$ cat config.mk
export PLATFORM = sky130hd
export DESIGN_NAME = framed_reply_checker_and_collector_core_flat
export DESIGN_NICKNAME = d
export VERILOG_FILES = /design/src/rtl/frcc_pkg.sv /design/src/rtl/frcc_if.sv /design/src/rtl/frcc_ram.sv /design/src/rtl/frcc_queue.sv /design/src/rtl/frcc_front.sv /design/src/rtl/frcc_back.sv /design/src/rtl/framed_reply_checker_and_collector_core.sv /design/src/flat_wrapper.sv
export VERILOG_INCLUDE_DIRS = /design/src /design/src/rtl
export SDC_FILE = /design/constraint.sdc
export NUM_CORES = 2
export LEC_CHECK = 0
export ABC_CLOCK_PERIOD_IN_PS = 4600
export BUFFER_PORTS_ARGS = -buffer_cell sky130_fd_sc_hd__buf_2
export CAP_MARGIN = 20
export CORE_ASPECT_RATIO = 1.1
export CORE_UTILIZATION = 30
export CTS_CLUSTER_SIZE = 25
export DETAILED_ROUTE_END_ITERATION = 10
export SLEW_MARGIN = 10
export SYNTH_ARGS = -nofsm -noshare
export SYNTH_HDL_FRONTEND = slang
export SYNTH_SLANG_ARGS = --single-unit
export TNS_END_PERCENT = 5
$ cat constraint.sdc
create_clock -name clock -period 4.6 [get_ports clock]
set_input_delay 0.92 -clock clock [delete_from_list [all_inputs] [get_ports clock]]
set_output_delay 0.92 -clock clock [all_outputs]
set_load 0.02 [all_outputs]
$ cat src/rtl/framed_reply_checker_and_collector_core_defines.svh
// assertion helpers shared by the queue, front end and back end rtl files
`ifndef FRAMED_REPLY_CHECKER_AND_COLLECTOR_CORE_DEFINES_SVH
`define FRAMED_REPLY_CHECKER_AND_COLLECTOR_CORE_DEFINES_SVH

// same-cycle implication, sampled on clock, off during reset
`define FRCC_ASSERT_IMPL(label, ante, cons, msg) \
   label: assert property (@(posedge clock) disable iff (reset) (ante) |-> (cons)) \
      else $error(msg);

// next-cycle implication, sampled on clock, off during reset
`define FRCC_ASSERT_NEXT(label, ante, cons, msg) \
   label: assert property (@(posedge clock) disable iff (reset) (ante) |=> (cons)) \
      else $error(msg);

`endif

$ cat src/rtl/frcc_pkg.sv
`default_nettype none

package frcc_pkg;

   // default sizes handed to the top level parameters
   localparam int TABLE_DEPTH_DEF = 16;
   localparam int NUM_SLAVES_DEF  = 3;
   localparam int MAX_WORDS_DEF   = 11;

   // register reset values
   localparam logic [7:0] START_MARKER_RESET = 8'h02;
   localparam logic [7:0] END_MARKER_RESET   = 8'h03;
   localparam logic [3:0] WORD_COUNT_RESET   = 4'd10;

   // register indexes on the csr port
   localparam int CSR_IDX_W = 2;
   localparam logic [CSR_IDX_W-1:0] CSR_START_MARKER = 2'd0;
   localparam logic [CSR_IDX_W-1:0] CSR_END_MARKER   = 2'd1;
   localparam logic [CSR_IDX_W-1:0] CSR_WORD_COUNT   = 2'd2;

   // input action codes
   localparam logic ACT_FRAME_BYTE = 1'b0;
   localparam logic ACT_TABLE_READ = 1'b1;

   // bytes ahead of the data words: marker, slave (2), function, start (2)
   localparam int HEADER_BYTES = 6;

   // width of a word count or word counter
   localparam int WORDS_W = 4;

   // command queue between front and back
   localparam int QUEUE_DEPTH = 2;

   // command kinds
   localparam logic CMD_FRAME = 1'b0;
   localparam logic CMD_READ  = 1'b1;

   typedef struct packed {
      logic               kind;
      logic               done;
      logic               ok;
      logic [15:0]        slave;
      logic               commit;
      logic [15:0]        start;
      logic [WORDS_W-1:0] words;
      logic [1:0]         rd_slave;
      logic [3:0]         rd_index;
   } cmd_type;

   // commit handshake from back to front
   typedef struct packed {
      logic               done;
      logic [WORDS_W-1:0] idx;
   } commit_ctl_type;

endpackage

`default_nettype wire

$ cat src/rtl/frcc_if.sv
`default_nettype none

// request channel: frame bytes and table reads
interface frcc_req_if;
   logic       valid;
   logic       ready;
   logic       action;
   logic [7:0] rx_byte;
   logic       frame_start;
   logic [1:0] read_slave;
   logic [3:0] read_index;

   modport source (output valid, action, rx_byte, frame_start, read_slave, read_index,
                   input ready);
   modport sink   (input valid, action, rx_byte, frame_start, read_slave, read_index,
                   output ready);
endinterface

// response channel: one word per request
interface frcc_rsp_if;
   logic               valid;
   logic               ready;
   logic               frame_done;
   logic               frame_ok;
   logic [15:0]        frame_slave;
   logic signed [15:0] read_word;

   modport source (output valid, frame_done, frame_ok, frame_slave, read_word,
                   input ready);
   modport sink   (input valid, frame_done, frame_ok, frame_slave, read_word,
                   output ready);
endinterface

// register write channel
interface frcc_csr_if;
   logic                           valid;
   logic                           ready;
   logic [frcc_pkg::CSR_IDX_W-1:0] index;
   logic [7:0]                     data;

   modport source (output valid, index, data, input ready);
   modport sink   (input valid, index, data, output ready);
endinterface

`default_nettype wire

$ cat src/rtl/frcc_ram.sv
`default_nettype none

module frcc_ram #(
   parameter int WIDTH = 16,
   parameter int DEPTH = 48,
   localparam int ADDR_W = (DEPTH > 1) ? $clog2(DEPTH) : 1
) (
   input  wire logic                   clock,
   input  wire logic                   wr_en,
   input  wire logic [ADDR_W-1:0]      wr_addr,
   input  wire logic [WIDTH-1:0]       wr_data,
   input  wire logic                   rd_en,
   input  wire logic [ADDR_W-1:0]      rd_addr,
   output logic      [WIDTH-1:0]       rd_data
);
   logic [WIDTH-1:0] mem [DEPTH];
   logic [WIDTH-1:0] rd_data_ff;

   // one write port, one registered read port
   always_ff @(posedge clock) begin
      if (wr_en) begin
         mem[wr_addr] <= wr_data;
      end
      if (rd_en) begin
         rd_data_ff <= mem[rd_addr];
      end
   end

   assign rd_data = rd_data_ff;

endmodule

`default_nettype wire

$ cat src/rtl/frcc_queue.sv
`default_nettype none

`include "framed_reply_checker_and_collector_core_defines.svh"

module frcc_queue (
   input  wire logic              clock,
   input  wire logic              reset,
   input  wire logic              push,
   input  wire frcc_pkg::cmd_type push_data,
   output logic                   full,
   input  wire logic              pop,
   output frcc_pkg::cmd_type      pop_data,
   output logic                   empty
);
   localparam int PTR_W = (frcc_pkg::QUEUE_DEPTH > 1) ? $clog2(frcc_pkg::QUEUE_DEPTH) : 1;
   localparam int CNT_W = $clog2(frcc_pkg::QUEUE_DEPTH + 1);

   frcc_pkg::cmd_type   entry_ff [frcc_pkg::QUEUE_DEPTH];
   logic [PTR_W-1:0]    wr_ptr_ff, wr_ptr_in;
   logic [PTR_W-1:0]    rd_ptr_ff, rd_ptr_in;
   logic [CNT_W-1:0]    count_ff, count_in;

   assign full     = (count_ff == CNT_W'(frcc_pkg::QUEUE_DEPTH));
   assign empty    = (count_ff == '0);
   assign pop_data = entry_ff[rd_ptr_ff];

   // pointer and fill count update
   always_comb begin
      wr_ptr_in = wr_ptr_ff;
      rd_ptr_in = rd_ptr_ff;
      count_in  = count_ff;
      if (push) begin
         wr_ptr_in = (wr_ptr_ff == PTR_W'(frcc_pkg::QUEUE_DEPTH - 1)) ? '0 : wr_ptr_ff + 1'b1;
      end
      if (pop) begin
         rd_ptr_in = (rd_ptr_ff == PTR_W'(frcc_pkg::QUEUE_DEPTH - 1)) ? '0 : rd_ptr_ff + 1'b1;
      end
      if (push && !pop) begin
         count_in = count_ff + 1'b1;
      end else if (pop && !push) begin
         count_in = count_ff - 1'b1;
      end
   end

   always_ff @(posedge clock) begin
      if (reset) begin
         wr_ptr_ff <= '0;
         rd_ptr_ff <= '0;
         count_ff  <= '0;
      end else begin
         wr_ptr_ff <= wr_ptr_in;
         rd_ptr_ff <= rd_ptr_in;
         count_ff  <= count_in;
      end
   end

   // entry storage
   always_ff @(posedge clock) begin
      if (push) begin
         entry_ff[wr_ptr_ff] <= push_data;
      end
   end

   `FRCC_ASSERT_IMPL(a_no_overflow, push && !pop, !full, "queue push while full")
   `FRCC_ASSERT_IMPL(a_no_underflow, pop, !empty, "queue pop while empty")

endmodule

`default_nettype wire

$ cat src/rtl/frcc_front.sv
`default_nettype none

`include "framed_reply_checker_and_collector_core_defines.svh"

module frcc_front #(
   parameter int NUM_SLAVES = frcc_pkg::NUM_SLAVES_DEF,
   parameter int MAX_WORDS  = frcc_pkg::MAX_WORDS_DEF
) (
   input  wire logic                   clock,
   input  wire logic                   reset,
   frcc_req_if.sink                    req,
   frcc_csr_if.sink                    csr,
   input  wire logic                   q_full,
   output logic                        push,
   output frcc_pkg::cmd_type           cmd,
   input  wire frcc_pkg::commit_ctl_type commit_ctl,
   output logic [15:0]                 stage_data
);
   localparam int SW = (MAX_WORDS > 1) ? $clog2(MAX_WORDS) : 1;

   // fixed header positions
   localparam logic [5:0] POS_START    = 6'd0;
   localparam logic [5:0] POS_SLAVE_HI = 6'd1;
   localparam logic [5:0] POS_SLAVE_LO = 6'd2;
   localparam logic [5:0] POS_ADDR_HI  = 6'd4;
   localparam logic [5:0] POS_ADDR_LO  = 6'd5;
   localparam logic [5:0] POS_DATA     = 6'(frcc_pkg::HEADER_BYTES);
   localparam logic [4:0] POS_LIMIT    = 5'(frcc_pkg::HEADER_BYTES + 2 * MAX_WORDS + 2);

   // configuration
   logic [7:0]                     start_marker_ff;
   logic [7:0]                     end_marker_ff;
   logic [frcc_pkg::WORDS_W-1:0]   word_count_ff;

   // frame parse state
   logic [4:0]  pos_ff, pos_in;
   logic [15:0] sum_ff, sum_in;
   logic [15:0] slave_ff, slave_in;
   logic [15:0] start_ff, start_in;
   logic        smatch_ff, smatch_in;
   logic        ematch_ff, ematch_in;
   logic [7:0]  hold_ff, hold_in;
   logic        commit_out_ff, commit_out_in;
   logic [15:0] staged_ff [MAX_WORDS];

   logic [frcc_pkg::WORDS_W-1:0] words;
   logic [5:0]  etx;
   logic [5:0]  p;
   logic [5:0]  off;
   logic [4:0]  k;
   logic [15:0] rx_sum;
   logic        ok;
   logic        slave_good;
   logic        stage_we;

   assign csr.ready = 1'b1;
   assign req.ready = !q_full && !commit_out_ff;
   assign push      = req.valid && req.ready;

   // staged word lookup for the commit sweep
   assign stage_data = (32'(commit_ctl.idx) < MAX_WORDS) ? staged_ff[commit_ctl.idx[SW-1:0]]
                                                          : 16'h0000;

   // classify the word and work out the next parse state
   always_comb begin
      words      = (32'(word_count_ff) > MAX_WORDS) ? frcc_pkg::WORDS_W'(MAX_WORDS)
                                                    : word_count_ff;
      etx        = POS_DATA + {1'b0, words, 1'b0};
      p          = req.frame_start ? POS_START : {1'b0, pos_ff};
      off        = p - POS_DATA;
      k          = off[5:1];
      rx_sum     = {hold_ff, req.rx_byte};
      ok         = smatch_ff && ematch_ff && (rx_sum == sum_ff);
      slave_good = (slave_ff != 16'h0000) && (32'(slave_ff) <= NUM_SLAVES);

      pos_in        = pos_ff;
      sum_in        = sum_ff;
      slave_in      = slave_ff;
      start_in      = start_ff;
      smatch_in     = smatch_ff;
      ematch_in     = ematch_ff;
      hold_in       = hold_ff;
      stage_we      = 1'b0;
      commit_out_in = commit_out_ff;
      cmd           = '0;

      if (commit_ctl.done) begin
         commit_out_in = 1'b0;
      end

      if (req.action == frcc_pkg::ACT_TABLE_READ) begin
         cmd.kind     = frcc_pkg::CMD_READ;
         cmd.rd_slave = req.read_slave;
         cmd.rd_index = req.read_index;
      end else begin
         cmd.kind = frcc_pkg::CMD_FRAME;
         if (p == POS_START) begin
            smatch_in = (req.rx_byte == start_marker_ff);
            sum_in    = {8'h00, req.rx_byte};
            pos_in    = 5'd1;
         end else if (p <= etx) begin
            sum_in = sum_ff + {8'h00, req.rx_byte};
            if (p == POS_SLAVE_HI || p == POS_SLAVE_LO) begin
               slave_in = {slave_ff[7:0], req.rx_byte};
            end else if (p == POS_ADDR_HI || p == POS_ADDR_LO) begin
               start_in = {start_ff[7:0], req.rx_byte};
            end else if (p == etx) begin
               ematch_in = (req.rx_byte == end_marker_ff);
            end else if (p >= POS_DATA) begin
               if (!off[0]) begin
                  hold_in = req.rx_byte;
               end else if (32'(k) < MAX_WORDS) begin
                  stage_we = 1'b1;
               end
            end
            pos_in = p[4:0] + 5'd1;
         end else if (p == etx + 6'd1) begin
            hold_in = req.rx_byte;
            pos_in  = p[4:0] + 5'd1;
         end else if (p == etx + 6'd2) begin
            // final checksum byte
            cmd.done   = 1'b1;
            cmd.ok     = ok;
            cmd.slave  = slave_ff;
            cmd.commit = ok && slave_good;
            cmd.start  = start_ff;
            cmd.words  = words;
            pos_in     = 5'd0;
            if (push && ok && slave_good) begin
               commit_out_in = 1'b1;
            end
         end
      end
   end

   // configuration writes
   always_ff @(posedge clock) begin
      if (reset) begin
         start_marker_ff <= frcc_pkg::START_MARKER_RESET;
         end_marker_ff   <= frcc_pkg::END_MARKER_RESET;
         word_count_ff   <= frcc_pkg::WORD_COUNT_RESET;
      end else if (csr.valid && csr.ready) begin
         case (csr.index)
            frcc_pkg::CSR_START_MARKER: start_marker_ff <= csr.data;
            frcc_pkg::CSR_END_MARKER:   end_marker_ff   <= csr.data;
            frcc_pkg::CSR_WORD_COUNT:   word_count_ff   <= csr.data[frcc_pkg::WORDS_W-1:0];
            default: begin
            end
         endcase
      end
   end

   // parse state, updated on accepted words
   always_ff @(posedge clock) begin
      if (reset) begin
         pos_ff        <= '0;
         sum_ff        <= '0;
         slave_ff      <= '0;
         start_ff      <= '0;
         smatch_ff     <= 1'b0;
         ematch_ff     <= 1'b0;
         hold_ff       <= '0;
         commit_out_ff <= 1'b0;
      end else begin
         commit_out_ff <= commit_out_in;
         if (push) begin
            pos_ff    <= pos_in;
            sum_ff    <= sum_in;
            slave_ff  <= slave_in;
            start_ff  <= start_in;
            smatch_ff <= smatch_in;
            ematch_ff <= ematch_in;
            hold_ff   <= hold_in;
         end
      end
   end

   // staged data words
   always_ff @(posedge clock) begin
      if (push && stage_we) begin
         staged_ff[k[SW-1:0]] <= {hold_ff, req.rx_byte};
      end
   end

   `FRCC_ASSERT_NEXT(a_commit_stall, push && cmd.commit, !req.ready,
                     "front accepted a word right after queuing a commit")
   `FRCC_ASSERT_IMPL(a_pos_range, 1'b1, pos_ff <= POS_LIMIT, "byte position past frame limit")

endmodule

`default_nettype wire

$ cat src/rtl/frcc_back.sv
`default_nettype none

`include "framed_reply_checker_and_collector_core_defines.svh"

module frcc_back #(
   parameter int TABLE_DEPTH = frcc_pkg::TABLE_DEPTH_DEF,
   parameter int NUM_SLAVES  = frcc_pkg::NUM_SLAVES_DEF
) (
   input  wire logic              clock,
   input  wire logic              reset,
   input  wire logic              q_empty,
   input  wire frcc_pkg::cmd_type q_data,
   output logic                   pop,
   output frcc_pkg::commit_ctl_type commit_ctl,
   input  wire logic [15:0]       stage_data,
   frcc_rsp_if.source             rsp
);
   localparam int DEPTH  = NUM_SLAVES * TABLE_DEPTH;
   localparam int AW     = (DEPTH > 1) ? $clog2(DEPTH) : 1;
   localparam int IW     = (TABLE_DEPTH > 1) ? $clog2(TABLE_DEPTH) : 1;

   // sequencer states
   localparam logic [1:0] S_IDLE   = 2'd0;
   localparam logic [1:0] S_READ   = 2'd1;
   localparam logic [1:0] S_COMMIT = 2'd2;

   logic [1:0]  state_ff, state_in;

   // response register
   logic               rsp_valid_ff, rsp_valid_in;
   logic               done_ff, done_in;
   logic               ok_ff, ok_in;
   logic [15:0]        slave_ff, slave_in;
   logic signed [15:0] word_ff, word_in;

   // read and commit context
   logic                          rd_ok_ff, rd_ok_in;
   logic                          vbit_ff, vbit_in;
   logic [AW-1:0]                 base_ff, base_in;
   logic [15:0]                   start_ff, start_in;
   logic [frcc_pkg::WORDS_W-1:0]  words_ff, words_in;
   logic [frcc_pkg::WORDS_W-1:0]  k_ff, k_in;

   // table entry valid bits, clear reads as zero
   logic [DEPTH-1:0] valid_ff;

   logic          rd_ok;
   logic [AW-1:0] rd_addr;
   logic          ram_re;
   logic          ram_we;
   logic [AW-1:0] wr_addr;
   logic [16:0]   addr17;
   logic [15:0]   ram_q;

   assign rsp.valid       = rsp_valid_ff;
   assign rsp.frame_done  = done_ff;
   assign rsp.frame_ok    = ok_ff;
   assign rsp.frame_slave = slave_ff;
   assign rsp.read_word   = word_ff;

   // read address check, commit address
   always_comb begin
      rd_ok   = (q_data.rd_slave != 2'd0) && (32'(q_data.rd_slave) <= NUM_SLAVES)
                && (32'(q_data.rd_index) < TABLE_DEPTH);
      rd_addr = AW'((32'(q_data.rd_slave) - 32'd1) * 32'(TABLE_DEPTH)
                    + 32'(q_data.rd_index));
      addr17  = {1'b0, start_ff} + 17'(k_ff);
      wr_addr = base_ff + AW'(addr17[IW-1:0]);
   end

   // sequencer
   always_comb begin
      state_in        = state_ff;
      rsp_valid_in    = rsp_valid_ff;
      done_in         = done_ff;
      ok_in           = ok_ff;
      slave_in        = slave_ff;
      word_in         = word_ff;
      rd_ok_in        = rd_ok_ff;
      vbit_in         = vbit_ff;
      base_in         = base_ff;
      start_in        = start_ff;
      words_in        = words_ff;
      k_in            = k_ff;
      pop             = 1'b0;
      ram_re          = 1'b0;
      ram_we          = 1'b0;
      commit_ctl.idx  = k_ff;
      commit_ctl.done = 1'b0;

      if (rsp_valid_ff && rsp.ready) begin
         rsp_valid_in = 1'b0;
      end

      case (state_ff)
         S_IDLE: begin
            if (!q_empty && (!rsp_valid_ff || rsp.ready)) begin
               pop = 1'b1;
               if (q_data.kind == frcc_pkg::CMD_READ) begin
                  ram_re   = rd_ok;
                  rd_ok_in = rd_ok;
                  vbit_in  = rd_ok ? valid_ff[rd_addr] : 1'b0;
                  state_in = S_READ;
               end else begin
                  rsp_valid_in = 1'b1;
                  done_in      = q_data.done;
                  ok_in        = q_data.ok;
                  slave_in     = q_data.slave;
                  word_in      = '0;
                  if (q_data.commit) begin
                     base_in  = AW'((32'(q_data.slave[3:0]) - 32'd1) * 32'(TABLE_DEPTH));
                     start_in = q_data.start;
                     words_in = q_data.words;
                     k_in     = '0;
                     state_in = S_COMMIT;
                  end
               end
            end
         end
         S_READ: begin
            rsp_valid_in = 1'b1;
            done_in      = 1'b0;
            ok_in        = 1'b0;
            slave_in     = '0;
            word_in      = (rd_ok_ff && vbit_ff) ? ram_q : 16'sh0000;
            state_in     = S_IDLE;
         end
         S_COMMIT: begin
            if (k_ff < words_ff) begin
               ram_we = (addr17 < 17'(TABLE_DEPTH));
               k_in   = k_ff + 1'b1;
            end else begin
               commit_ctl.done = 1'b1;
               state_in        = S_IDLE;
            end
         end
         default: begin
            state_in = S_IDLE;
         end
      endcase
   end

   always_ff @(posedge clock) begin
      if (reset) begin
         state_ff     <= S_IDLE;
         rsp_valid_ff <= 1'b0;
         valid_ff     <= '0;
      end else begin
         state_ff     <= state_in;
         rsp_valid_ff <= rsp_valid_in;
         if (ram_we) begin
            valid_ff[wr_addr] <= 1'b1;
         end
      end
   end

   // payload and context registers
   always_ff @(posedge clock) begin
      done_ff  <= done_in;
      ok_ff    <= ok_in;
      slave_ff <= slave_in;
      word_ff  <= word_in;
      rd_ok_ff <= rd_ok_in;
      vbit_ff  <= vbit_in;
      base_ff  <= base_in;
      start_ff <= start_in;
      words_ff <= words_in;
      k_ff     <= k_in;
   end

   // slave tables
   frcc_ram #(
      .WIDTH (16),
      .DEPTH (DEPTH)
   ) u_table (
      .clock   (clock),
      .wr_en   (ram_we),
      .wr_addr (wr_addr),
      .wr_data (stage_data),
      .rd_en   (ram_re),
      .rd_addr (rd_addr),
      .rd_data (ram_q)
   );

   `FRCC_ASSERT_IMPL(a_we_commit, ram_we, state_ff == S_COMMIT, "table write outside commit")
   `FRCC_ASSERT_NEXT(a_read_rsp, state_ff == S_READ, rsp_valid_ff,
                     "read finished without a response")

endmodule

`default_nettype wire

$ cat src/rtl/framed_reply_checker_and_collector_core.sv
// Reply frame checker and collector. Frame bytes (action 0) and table reads
// (action 1) enter on req_ch, one response per request leaves on rsp_ch in
// order. A frame is start marker, slave address, function, start address,
// min(word_count, MAX_WORDS) data words, end marker and a 16-bit big-endian
// sum of all bytes through the end marker; the final sum byte reports
// frame_done, frame_ok and the slave address, and a good frame for slave
// 1..NUM_SLAVES is copied into that slave's table from the start address,
// dropping words past TABLE_DEPTH. The front end takes one request per cycle
// into a two-entry queue while the queue is not full and no commit is
// pending; the back end retires a frame byte from its idle state and a table
// read through a read state (registered RAM read). After a good final byte
// the front end stops accepting until the commit sweep is through: the
// command reaches the back end through the queue, then one table write per
// data word goes through the single RAM write port, then a finish step
// signals done; queued requests or a stalled response delay the sweep.
// Tables read as zero after reset through per-entry valid bits; no clearing
// pass is needed. Registers on csr_ch: 0 start marker, 1 end marker,
// 2 word count; write them only while the block is idle.
`default_nettype none

module framed_reply_checker_and_collector_core #(
   parameter int TABLE_DEPTH = frcc_pkg::TABLE_DEPTH_DEF,
   parameter int NUM_SLAVES  = frcc_pkg::NUM_SLAVES_DEF,
   parameter int MAX_WORDS   = frcc_pkg::MAX_WORDS_DEF
) (
   input  wire logic  clock,
   input  wire logic  reset,
   frcc_req_if.sink   req_ch,
   frcc_rsp_if.source rsp_ch,
   frcc_csr_if.sink   csr_ch
);
   frcc_pkg::cmd_type        push_cmd;
   frcc_pkg::cmd_type        pop_cmd;
   frcc_pkg::commit_ctl_type commit_ctl;
   logic                     push;
   logic                     pop;
   logic                     q_full;
   logic                     q_empty;
   logic [15:0]              stage_data;

   // parse and classify
   frcc_front #(
      .NUM_SLAVES (NUM_SLAVES),
      .MAX_WORDS  (MAX_WORDS)
   ) u_front (
      .clock      (clock),
      .reset      (reset),
      .req        (req_ch),
      .csr        (csr_ch),
      .q_full     (q_full),
      .push       (push),
      .cmd        (push_cmd),
      .commit_ctl (commit_ctl),
      .stage_data (stage_data)
   );

   // command queue
   frcc_queue u_queue (
      .clock     (clock),
      .reset     (reset),
      .push      (push),
      .push_data (push_cmd),
      .full      (q_full),
      .pop       (pop),
      .pop_data  (pop_cmd),
      .empty     (q_empty)
   );

   // tables, reads, commits and responses
   frcc_back #(
      .TABLE_DEPTH (TABLE_DEPTH),
      .NUM_SLAVES  (NUM_SLAVES)
   ) u_back (
      .clock      (clock),
      .reset      (reset),
      .q_empty    (q_empty),
      .q_data     (pop_cmd),
      .pop        (pop),
      .commit_ctl (commit_ctl),
      .stage_data (stage_data),
      .rsp        (rsp_ch)
   );

endmodule

`default_nettype wire

$ cat src/flat_wrapper.sv
// flat-port wrapper written by rule: the top's interface ports become plain ports
module framed_reply_checker_and_collector_core_flat 
#(
   parameter int TABLE_DEPTH = frcc_pkg::TABLE_DEPTH_DEF,
   parameter int NUM_SLAVES  = frcc_pkg::NUM_SLAVES_DEF,
   parameter int MAX_WORDS   = frcc_pkg::MAX_WORDS_DEF
)
  (clock, reset, req_ch_valid, req_ch_action, req_ch_rx_byte, req_ch_frame_start, req_ch_read_slave, req_ch_read_index, req_ch_ready, rsp_ch_valid, rsp_ch_frame_done, rsp_ch_frame_ok, rsp_ch_frame_slave, rsp_ch_read_word, rsp_ch_ready, csr_ch_valid, csr_ch_index, csr_ch_data, csr_ch_ready);
  frcc_req_if req_ch_i ();
  frcc_rsp_if rsp_ch_i ();
  frcc_csr_if csr_ch_i ();
  input  wire logic clock;
  input  wire logic reset;
  input wire logic [$bits(req_ch_i.valid)-1:0] req_ch_valid;
  input wire logic [$bits(req_ch_i.action)-1:0] req_ch_action;
  input wire logic [$bits(req_ch_i.rx_byte)-1:0] req_ch_rx_byte;
  input wire logic [$bits(req_ch_i.frame_start)-1:0] req_ch_frame_start;
  input wire logic [$bits(req_ch_i.read_slave)-1:0] req_ch_read_slave;
  input wire logic [$bits(req_ch_i.read_index)-1:0] req_ch_read_index;
  output wire logic [$bits(req_ch_i.ready)-1:0] req_ch_ready;
  output wire logic [$bits(rsp_ch_i.valid)-1:0] rsp_ch_valid;
  output wire logic [$bits(rsp_ch_i.frame_done)-1:0] rsp_ch_frame_done;
  output wire logic [$bits(rsp_ch_i.frame_ok)-1:0] rsp_ch_frame_ok;
  output wire logic [$bits(rsp_ch_i.frame_slave)-1:0] rsp_ch_frame_slave;
  output wire logic [$bits(rsp_ch_i.read_word)-1:0] rsp_ch_read_word;
  input wire logic [$bits(rsp_ch_i.ready)-1:0] rsp_ch_ready;
  input wire logic [$bits(csr_ch_i.valid)-1:0] csr_ch_valid;
  input wire logic [$bits(csr_ch_i.index)-1:0] csr_ch_index;
  input wire logic [$bits(csr_ch_i.data)-1:0] csr_ch_data;
  output wire logic [$bits(csr_ch_i.ready)-1:0] csr_ch_ready;
  assign req_ch_i.valid = req_ch_valid;
  assign req_ch_i.action = req_ch_action;
  assign req_ch_i.rx_byte = req_ch_rx_byte;
  assign req_ch_i.frame_start = req_ch_frame_start;
  assign req_ch_i.read_slave = req_ch_read_slave;
  assign req_ch_i.read_index = req_ch_read_index;
  assign req_ch_ready = req_ch_i.ready;
  assign rsp_ch_valid = rsp_ch_i.valid;
  assign rsp_ch_frame_done = rsp_ch_i.frame_done;
  assign rsp_ch_frame_ok = rsp_ch_i.frame_ok;
  assign rsp_ch_frame_slave = rsp_ch_i.frame_slave;
  assign rsp_ch_read_word = rsp_ch_i.read_word;
  assign rsp_ch_i.ready = rsp_ch_ready;
  assign csr_ch_i.valid = csr_ch_valid;
  assign csr_ch_i.index = csr_ch_index;
  assign csr_ch_i.data = csr_ch_data;
  assign csr_ch_ready = csr_ch_i.ready;
  framed_reply_checker_and_collector_core #(.TABLE_DEPTH(TABLE_DEPTH), .NUM_SLAVES(NUM_SLAVES), .MAX_WORDS(MAX_WORDS)) u_core (.clock(clock), .reset(reset), .req_ch(req_ch_i), .rsp_ch(rsp_ch_i), .csr_ch(csr_ch_i));
endmodule
==> impl_metrics.yaml <==
floorplanning:
  die_h_um: 429.0
  die_x_um: 390.2
  die_area_um2: 167400
  core-area_um2: 164500
  rows: 156
  io_pins: 68
  start_util: 0.3022
yosys:
  synth-seq-area-share: 0.7307
  yosys.area.top_type: "edfxtp_1"
  syn_nets: 2897
  synth_warnings: 0
  synth-edff-count: 1114
  syn_area_um2: 49720
  syn_area_per_cell_um2: 17.54
  synth_ff_type: "edfxtp_1"
  yosysUniqueCellTypes: 64
  synth_area_leaders: "edfxtp_1, mux4_2, dfxtp_1"
  async_flop_share: 0
  synth_commonest_cells: "edfxtp_1, mux4_2, nor2_1"
  yosysMostFrequentCell: "edfxtp_1"
  synthCells: 2835
  synth_top_area_frac: 0.6728
  synth_seq_cells: 1258
placed_design:
  dp_hpwl_um: 71660
  dp_slack_ns: 0.4409
  dp_cells: 5108
  gp_congestion: 0.8042
  io_buffers: 66
hold_path:
  hp-start: "csr_ch_data[1]"
  hp-class: "primary input to flip-flop"
  holdPathStages: 2
  min_to: "u_core.u_front.start_marker_ff[1]"
cts:
  cts_resized: 0
  hold_buffers: 0
  clkLatencyLatePin_ns: 0.77
  postCtsSetupRepairBufs: 0
  cts.reportedPaths.clkPinSlew_ns: 0.06
  htreeDepth: 4
  cts_buffer_depth: 3
  cts_tree: "done"
  cts-root-buf: "clkbuf_16"
  clock-sinks: 1258
  cts_buffers: 130
timing:
  skew_ns: 0.03868
  setup_viol: 0
  rsz0062_at_grt: "false"
  max_slew_margin: 0.3725
  finalMaxSlewViolations: 0
  whs_ns: 0.4009
  hold_viol_final: 0
  layout_min_cycle_time_ns: 3.959
  post-route-worst-setup-slack_ns: 0.6411
  finalCritPeriodShare: 0.8606
  max_freq_mhz: 252.6
  worstMarginPinSlew_ns: 0.9399
  tns_ns: 0
worst_setup_path:
  end_kind: "flip-flop"
  criticalPathCategory: "flip-flop to flip-flop"
  cp_num_buf_inv: 3
  critPathSlowestCell: "or4b_1"
  arrival_ns: 4.38
  startpoint_type: "flip-flop"
  worstReg2RegStart: "u_core.u_back.k_ff[0]"
  critical_path.top_delay_family: "simple AND/OR/NAND/NOR gates"
  crit_top_cell: "buf_4"
  required_ns: 5.02
  reg2reg_slack_ns: 0.64
  ff2ff_path_depth: 12
  path_cells: "ha_1 > inv_1 > fa_1 > nor2b_1 > o31a_1 > or4b_1 > a21o_1 > a22oi_1 > buf_4 > nand4_1 > nor2_1 > buf_4"
  critical_path.max_stage_delay_ns: 0.52
  reg2reg_to: "u_core.u_back.u_table.mem[19][5]"
  cp_max_fo: 16
layout:
  nets: 3091
  n_antenna_cell: 0
  final_util: 0.3526
  area_delta_synth_final_pct: 16.70
  drive_gt1_frac: 0.2281
  stdcell_count: 5346
pwr:
  p_per_area_nw_per_um2: 545.1
  internal_power_mw: 22.30
  switchingPower_mw: 9.328
  clock_power_share: 0.329
  combPwrFrac: 0.222
  p_sw_frac: 0.2949
  p_leak_nw: 18.94
  peakVddDrop_mv: 0.3449
  p_seq_frac: 0.450
global_route:
  grt_pass1_wl_um: 172400
  grt_pass1_vias: 26120
  antenna_found_initial: 5
  grt_util_all_layers: 0.1378
  globalRouteOverflowTotal: 0
  grt_max_degree: 85
status:
  status: "finished clean"
drt:
  drt_iter0_drc: 2393
  drt_pass1_iterations: 5
  via_count: 25850
  routedWlPerCell_um: 21.74
  wirelength_um: 116200
  drc: 0
  ant_nets: 0
  avgViaCountPerCell: 4.835
job:
  maxCapViolCount: 0
## sequential cells by signal, summed over array words and instances, names as in the netlist, 16 cells and up, named ones only
register and flops:
u_core.u_front.sum_ff 16, u_core.u_back.u_table.rd_data 16, u_core.u_front.slave_ff 16, u_core.u_back.valid_ff 48, u_core.u_queue.entry_ff 92, u_core.u_back.rsp.read_word 16
u_core.u_back.u_table.mem 768, u_core.u_front.staged_ff 176, u_core.u_back.rsp.frame_slave 16, u_core.u_front.start_ff 16, u_core.u_back.start_ff 16
## through the flow
stage / power [mW] / cell area (µm²)
6_report: 31.63 / 58020
5_1_grt: 32.84 / 58020
4_1_cts: 32.01 / 58010
3_5_place_dp: 21.61 / 53810
3_3_place_gp: 21.51 / 53810
2_1_floorplan: 18.50 / 49720
## worst max path at each step
stage | startpoint | endpoint | slack (ns) | cells after the start
finish | u_core.u_back.k_ff[0] | u_core.u_back.u_table.mem[19][5] | 0.64 | 12
CTS | u_core.u_back.k_ff[0] | u_core.u_back.u_table.mem[19][5] | 0.62 | 12
floorplan | req_ch_frame_start | u_core.u_front.staged_ff[1][0] | -0.11 | 11
detailed placement | req_ch_frame_start | u_core.u_front.staged_ff[5][12] | 0.44 | 11
global route | u_core.u_back.k_ff[0] | u_core.u_back.u_table.mem[29][15] | 0.29 | 12
global placement | req_ch_frame_start | u_core.u_front.staged_ff[5][12] | 0.44 | 11
## worst register-to-register path: stages, from the launching register on
cell	delay, ns
edfxtp_1	0.48
ha_1	0.24
inv_1	0.08
fa_1	0.24
nor2b_1	0.08
o31a_1	0.31
or4b_1	0.52
a21o_1	0.19
a22oi_1	0.16
buf_4	0.22
nand4_1	0.51
nor2_1	0.29
buf_4	0.30
## metal layers
metal,track usage,vias to the layer above,wire (µm)
met5,0,-,34
met1,0.1901,13370,51600
met3,0.02540,182,5925
met4,0.04166,6,2763
li1,-,11610,-
met2,0.2205,688,55900
## layout by cell type, fill, tap and decap left out, types with 14 or more instances in the layout
cell / count
mux2_2: 25
nor3_1: 23
clkinv_1: 22
nor2_1: 214
a211oi_1: 41
a21oi_1: 88
ha_1: 29
nand3_1: 21
a211oi_4: 16
mux4_2: 236
nand2b_1: 27
dfxtp_1: 140
xnor2_1: 35
clkbuf_1: 32
a22oi_1: 68
mux2i_1: 93
buf_2: 65
buf_4: 143
o21ai_0: 14
clkbuf_16: 135
o41ai_1: 17
and2_1: 84
nor2b_1: 31
nand4_1: 22
inv_1: 66
nand2_1: 85
edfxtp_1: 1114
a31oi_1: 22
o22ai_1: 33
## kinds of logic after synthesis
| logic type | count (synthesis) | share of synthesized area |
|---|---|---|
| buffers and inverters | 225 | 0.01777 |
| adders and majority gates | 31 | 0.008103 |
| xor gates and xnor gates | 48 | 0.008455 |
| DFF | 1258 | 0.7307 |
| muxes | 358 | 0.1321 |
| and+or+nand+nor | 571 | 0.05629 |
| other | 1 | 0.00007542 |
| AOI/OAI and AO/OA | 343 | 0.04648 |
## layout make-up
cell class                 instances  area [µm²]
multi-input combinational       1352       12810
inverter                          66       247.7
fill                           15380      106500
tap                             2212        2768
clock inverter                    61       576.8
sequential                      1258       36340
timing repair buffer             221        1654
clock buffer                     176        3622
## power by group through the flow
stage	Clock [mW]	Combinational, mW	Sequential [mW]
6_report	10.4	7.01	14.2
5_1_grt	11.1	7.47	14.3
4_1_cts	10.6	7.13	14.3
3_5_place_dp	0	7.11	14.5
3_3_place_gp	0	7.02	14.5
2_1_floorplan	0	4.04	14.5
Power figures use the tool's default switching activity.
